**src/rtl/bbss_pkg.sv**
```systemverilog
`timescale 1ns / 1ps

package bbss_pkg;

	// Default sizes of the tables and of the probe window.
	localparam int DEF_VOCAB_SIZE   = 65536;
	localparam int DEF_BIGRAM_SLOTS = 65536;
	localparam int DEF_MAX_PROBES   = 16;

	// Field widths.
	localparam int WORD_W  = 16;
	localparam int KEY_W   = 2 * WORD_W;
	localparam int VAL_W   = 32;
	localparam int PAIR_W  = 34;
	localparam int TOTAL_W = 48;

	// Multiplicative hash constant for the bigram key.
	localparam logic [KEY_W-1:0] HASH_MULT = 32'h9E37_79B1;

	// Saturation limits of the sentence total.
	localparam logic signed [TOTAL_W-1:0] TOTAL_MAX = {1'b0, {(TOTAL_W-1){1'b1}}};
	localparam logic signed [TOTAL_W-1:0] TOTAL_MIN = {1'b1, {(TOTAL_W-1){1'b0}}};

	// Configuration register map.
	localparam int CFG_IDX_W = 1;
	localparam logic [CFG_IDX_W-1:0] CFG_START_IDX = 1'b0;
	localparam logic [CFG_IDX_W-1:0] CFG_END_IDX   = 1'b1;
	localparam logic [WORD_W-1:0] START_ID_RST = 16'd1;
	localparam logic [WORD_W-1:0] END_ID_RST   = 16'd2;

	typedef enum logic [1:0] {
		OP_LOAD_UNI  = 2'd0,
		OP_INSERT_BI = 2'd1,
		OP_SCORE     = 2'd2,
		OP_END       = 2'd3
	} op_t;

endpackage

```
**src/rtl/bbss_hash.sv**
```systemverilog
`timescale 1ns / 1ps

// Two-stage multiplicative hash: the low word of key * HASH_MULT, then the
// top bits of that word scaled by the table size give the home slot.
module bbss_hash
	import bbss_pkg::*;
#(
	parameter int BIGRAM_SLOTS = DEF_BIGRAM_SLOTS,
	localparam int SLOT_W = $clog2(BIGRAM_SLOTS)
) (
	input  logic              clk,
	input  logic [KEY_W-1:0]  key,
	output logic [SLOT_W-1:0] slot
);

	localparam logic [63:0] SLOTS_C = 64'(BIGRAM_SLOTS);

	logic [KEY_W-1:0]  h_s1;
	logic [SLOT_W-1:0] slot_s2;
	logic [63:0]       prod;

	assign prod = {32'd0, h_s1} * SLOTS_C;

	always_ff @(posedge clk) begin
		h_s1    <= key * HASH_MULT;
		slot_s2 <= prod[32 +: SLOT_W];
	end

	assign slot = slot_s2;

endmodule

```
**config.mk**
```make
export PLATFORM = sky130hd
export DESIGN_NAME = bbss_hash
export DESIGN_NICKNAME = d
export VERILOG_FILES = /design/src/rtl/bbss_pkg.sv /design/src/rtl/bbss_hash.sv
export SDC_FILE = /design/constraint.sdc
export NUM_CORES = 1
export LEC_CHECK = 0
export BUFFER_PORTS_ARGS = -buffer_cell sky130_fd_sc_hd__buf_2
export CAP_MARGIN = 20
export CORE_UTILIZATION = 35
export DETAILED_ROUTE_END_ITERATION = 8
export PLACE_DENSITY = 0.49
export SLEW_MARGIN = 20
export SYNTH_ARGS = -nofsm -noshare
export SYNTH_HDL_FRONTEND = slang
export SYNTH_SLANG_ARGS = --single-unit
```
**constraint.sdc**
```tcl
create_clock -name clk -period 10 [get_ports clk]
set_clock_uncertainty 0.05 [all_clocks]
set_input_delay 2 -clock clk [delete_from_list [all_inputs] [get_ports clk]]
set_output_delay 2 -clock clk [all_outputs]
set_load 0.01 [all_outputs]
```
After elaboration in Yosys (flattened, before gate mapping)
Cells that the tools add are included.
{"block": "word_totals", "ff_bits": 48, "input_bits": 33, "output_inout_bits": 16, "word_cells": 3}
{"block": "classes", "multipliers": 1}
{"cell": "multiplier 32 x 32 -> 32 bit, second input constant", "n": 1}

Depth between registers and ports, before layout
{"block": "depth", "word_depth": 1, "ltp_mapped": 25, "ltp_nobuf": 25}

Worst setup path before layout
No wires, ideal clock.
{"block": "synth_timing", "kind": "input to register", "startpoint": "input port key[4]", "endpoint": "register h_s1[30]", "setup_ns": 0.072, "t_arrival_ns": 7.777, "required_ns": 9.878, "path_slack_ns": 2.101, "cell_stages": 25, "path_buffers": 0, "cell_sequence": "inv_1 -> fa_1 -> inv_1 -> fa_1 -> fa_1 -> inv_1 -> fa_1 -> inv_1 -> fa_1 -> inv_1 -> fa_1 -> inv_1 -> fa_1 -> inv_1 -> fa_1 -> inv_1 -> ha_1 -> a211oi_2 -> nor3b_1 -> or3_1 -> a21oi_2 -> a21boi_2 -> a211o_2 -> a21oi_2 -> xnor2_1"}
{"block": "synth_via", "elab_chain_len": 1}
{"element": "from (decl)", "line": "bbss_hash.sv:12", "text": "input logic [KEY_W-1:0] key,"}
{"element": "multiplier 32 x 32 -> 32 bit", "line": "bbss_hash.sv:25", "text": "h_s1 <= key * HASH_MULT;"}
{"element": "to (signal assigned)", "line": "bbss_hash.sv:25"}
{"element": "to (decl)", "line": "bbss_hash.sv:18", "text": "logic [KEY_W-1:0] h_s1;"}
Every way passes these cells.

Worst setup path in the final report
{"block": "layout_timing", "startpoint": "input port key[5]", "endpoint": "register h_s1[30]"}
The elaborated chain is that of the path after synthesis.

==> impl_metrics.tcl <==
set metrics [dict create \
    drtPass1Iterations 4 \
    clockBufferDepth 2 \
    min_path_type "flip-flop to flip-flop" \
    final-setup-viol-count 0 \
    antenna_found_initial 0 \
    final.min_clock_period_ns 8.19 \
    avgSynthCellArea_um2 10.4 \
    r2r_start "h_s1[31]" \
    rows 58 \
    cts_resized 0 \
    final_cell_mix "inv_1 (338), fa_1 (203), ha_1 (184)" \
    synth_cell_types 28 \
    cp-start-kind "input pin" \
    clk_pin_slew_ns 0.05 \
    rsz0062_at_grt "false" \
    io_buffers 48 \
    drive_gt1_share_pct 7.00 \
    start_util_pct 36.0 \
    critPathMaxFanout 9 \
    ant_nets 0 \
    critPathRequiredTime_ns 10.16 \
    cap_violations 0 \
    grtUsageTotal_pct 17.4 \
    dieArea_um2 26700 \
    yosysWarnings 0 \
    hold_violations 0 \
    wire_per_inst_um 16.2 \
    setup-tns-final_ns 0 \
    crit_end "h_s1[30]" \
    grt_max_degree 13 \
    vias 5449 \
    end_kind "flip-flop" \
    critPathArrivalTime_ns 8.35 \
    cpMostUsedCell "fa_1" \
    max_stage_delay_ns 0.56 \
    nets 1348 \
    tritoncts "done" \
    synth_top_area_share_pct 44.6 \
    crit_chain "buf_2, inv_1, fa_1, inv_1, fa_1, fa_1, inv_1, fa_1, inv_1, fa_1, fa_1, fa_1, inv_1, fa_1, inv_1, ha_1, a211oi_2, nor3b_1, or3_1, a21oi_2, a21boi_2, a211o_2, a21oi_2, xnor2_1" \
    drtIter0Drc 163 \
    nFillCells 2524 \
    worstSkewPairLatency_ns 0.28 \
    cts_buffers 5 \
    relSlewSlack_pct 62.2 \
    globalplace.congestion 0.856 \
    root_buffer "clkbuf_16" \
    ys_seq_area_share_pct 7.03 \
    r2r_cells 0 \
    diodes 0 \
    grt_pass1_wl_um 34000 \
    drcViolationCount 0 \
    slowest_stage "fa_1" \
    ys_seq_elements 32 \
    synth.cell_area_um2 9110 \
    rrSetupSlack_ns 9.54 \
    worstMarginPinSlew_ns 0.567 \
    cts_setup_buffers 0 \
    final_common_cell "inv_1" \
    place_hpwl_um 18500 \
    die_h_um 163 \
    via_per_inst 4.33 \
    first_global_vias 6229 \
    grt.overflow.total 0 \
    period_share_pct 81.9 \
    drv_slew 0 \
    reg2reg_to "slot[15]" \
    post-synth-top-area-cell "fa_1" \
    syn_nets 1293 \
    die_w_um 163 \
    fmax_mhz 122 \
    cts_htree_levels 2 \
    num_io_pins 49 \
    cp-startpoint "key[5]" \
    area_delta_synth_final_pct 9.17 \
    syn-instance-count 873 \
    routed_wl_um 20300 \
    holdBufCountCts 0 \
    synth.top_cells.by_area "fa_1 (45%), ha_1 (25%), inv_1 (14%), dfxtp_1 (7.0%), xnor2_1 (3.9%)" \
    coreArea_um2 25300 \
    clock-sinks 32 \
    outcome "finished clean" \
    worstSetupPathType "input pin to flip-flop" \
]
[metal layers]
layer | up-vias | routed length (um) | track usage [%]
met2 | 54 | 9860 | 29.7
met5 | - | 0 | 0
met1 | 2739 | 9860 | 24.5
met4 | 0 | 119 | 1.70
met3 | 8 | 504 | 1.57
li1 | 2648 | - | -
[worst max-delay path: cells and delay by family]
family                     cells  cell delay [ns]
xor gates and xnor gates       1             0.12
adders and majority gates      9             4.17
AOI/OAI and AO/OA              5             1.00
and+or+nand+nor                2             0.42
buffers and inverters          7             0.64
[cell families after synthesis]
kind of cell,synth area share (%)
flip-flops,7.03
AO/OA/AOI/OAI,2.49
AND/OR/NAND/NOR,1.68
adder cells (fa/ha/maj),69.9
buffers and inverters,13.9
XOR/XNOR,5.00
[cell usage after synthesis]
cell type,instances
a211oi_2,1
nor3b_1,1
xor2_1,11
a21o_1,3
dfxtp_1,32
nand3_1,5
o2111ai_1,2
a31o_2,2
o21ai_0,4
a211o_1,1
a21boi_2,1
nand2_1,8
nand2b_1,1
a21oi_1,12
a211o_2,1
nor3_1,3
nand4_1,1
or3_1,2
and4_2,2
nor2_1,8
xnor2_1,41
ha_1,184
fa_1,203
a211oi_1,1
o21a_1,2
a21oi_2,2
a31oi_1,1
inv_1,338
[sequential cells by signal (all words and copies together), names as in the netlist]
name  count
slot     16
h_s1     16
[metrics by stage]
step	std cells	hold WS, ns	instance area, um2	setup slack [ns]	util (%)
floorplan	873	0.260	9110	2.10	-
global placement	1251	0.260	9760	1.55	38.5
detailed placement	1251	0.262	9760	1.49	38.5
CTS	1259	0.267	9950	1.78	39.3
global route	1259	0.271	9950	1.50	39.3
finish	1259	0.266	9950	1.81	39.3
[worst min path at each step]
stage,start,end,slack (ns),depth (start not counted)
floorplan,h_s1[16],slot[0],0.26,0
global placement,h_s1[17],slot[1],0.26,0
detailed placement,h_s1[20],slot[4],0.26,0
CTS,h_s1[27],slot[11],0.27,0
global route,h_s1[27],slot[11],0.27,0
finish,h_s1[27],slot[11],0.27,0
[cell type report]
cell class / count / area, um2 / area share [%]
multi-input cells: 503 / 7200 / 72.4
inverters: 338 / 1270 / 12.8
flip-flops and latches: 32 / 641 / 6.44
well taps: 330 / 413 / 4.15
repair buffers: 48 / 240 / 2.42
clock buffers: 7 / 153 / 1.53
clock inverters: 1 / 30.0 / 0.302
Power is left out: the tool's default activity adds up to more than one toggle a clock period on the data nets, which glitch-free logic cannot reach.
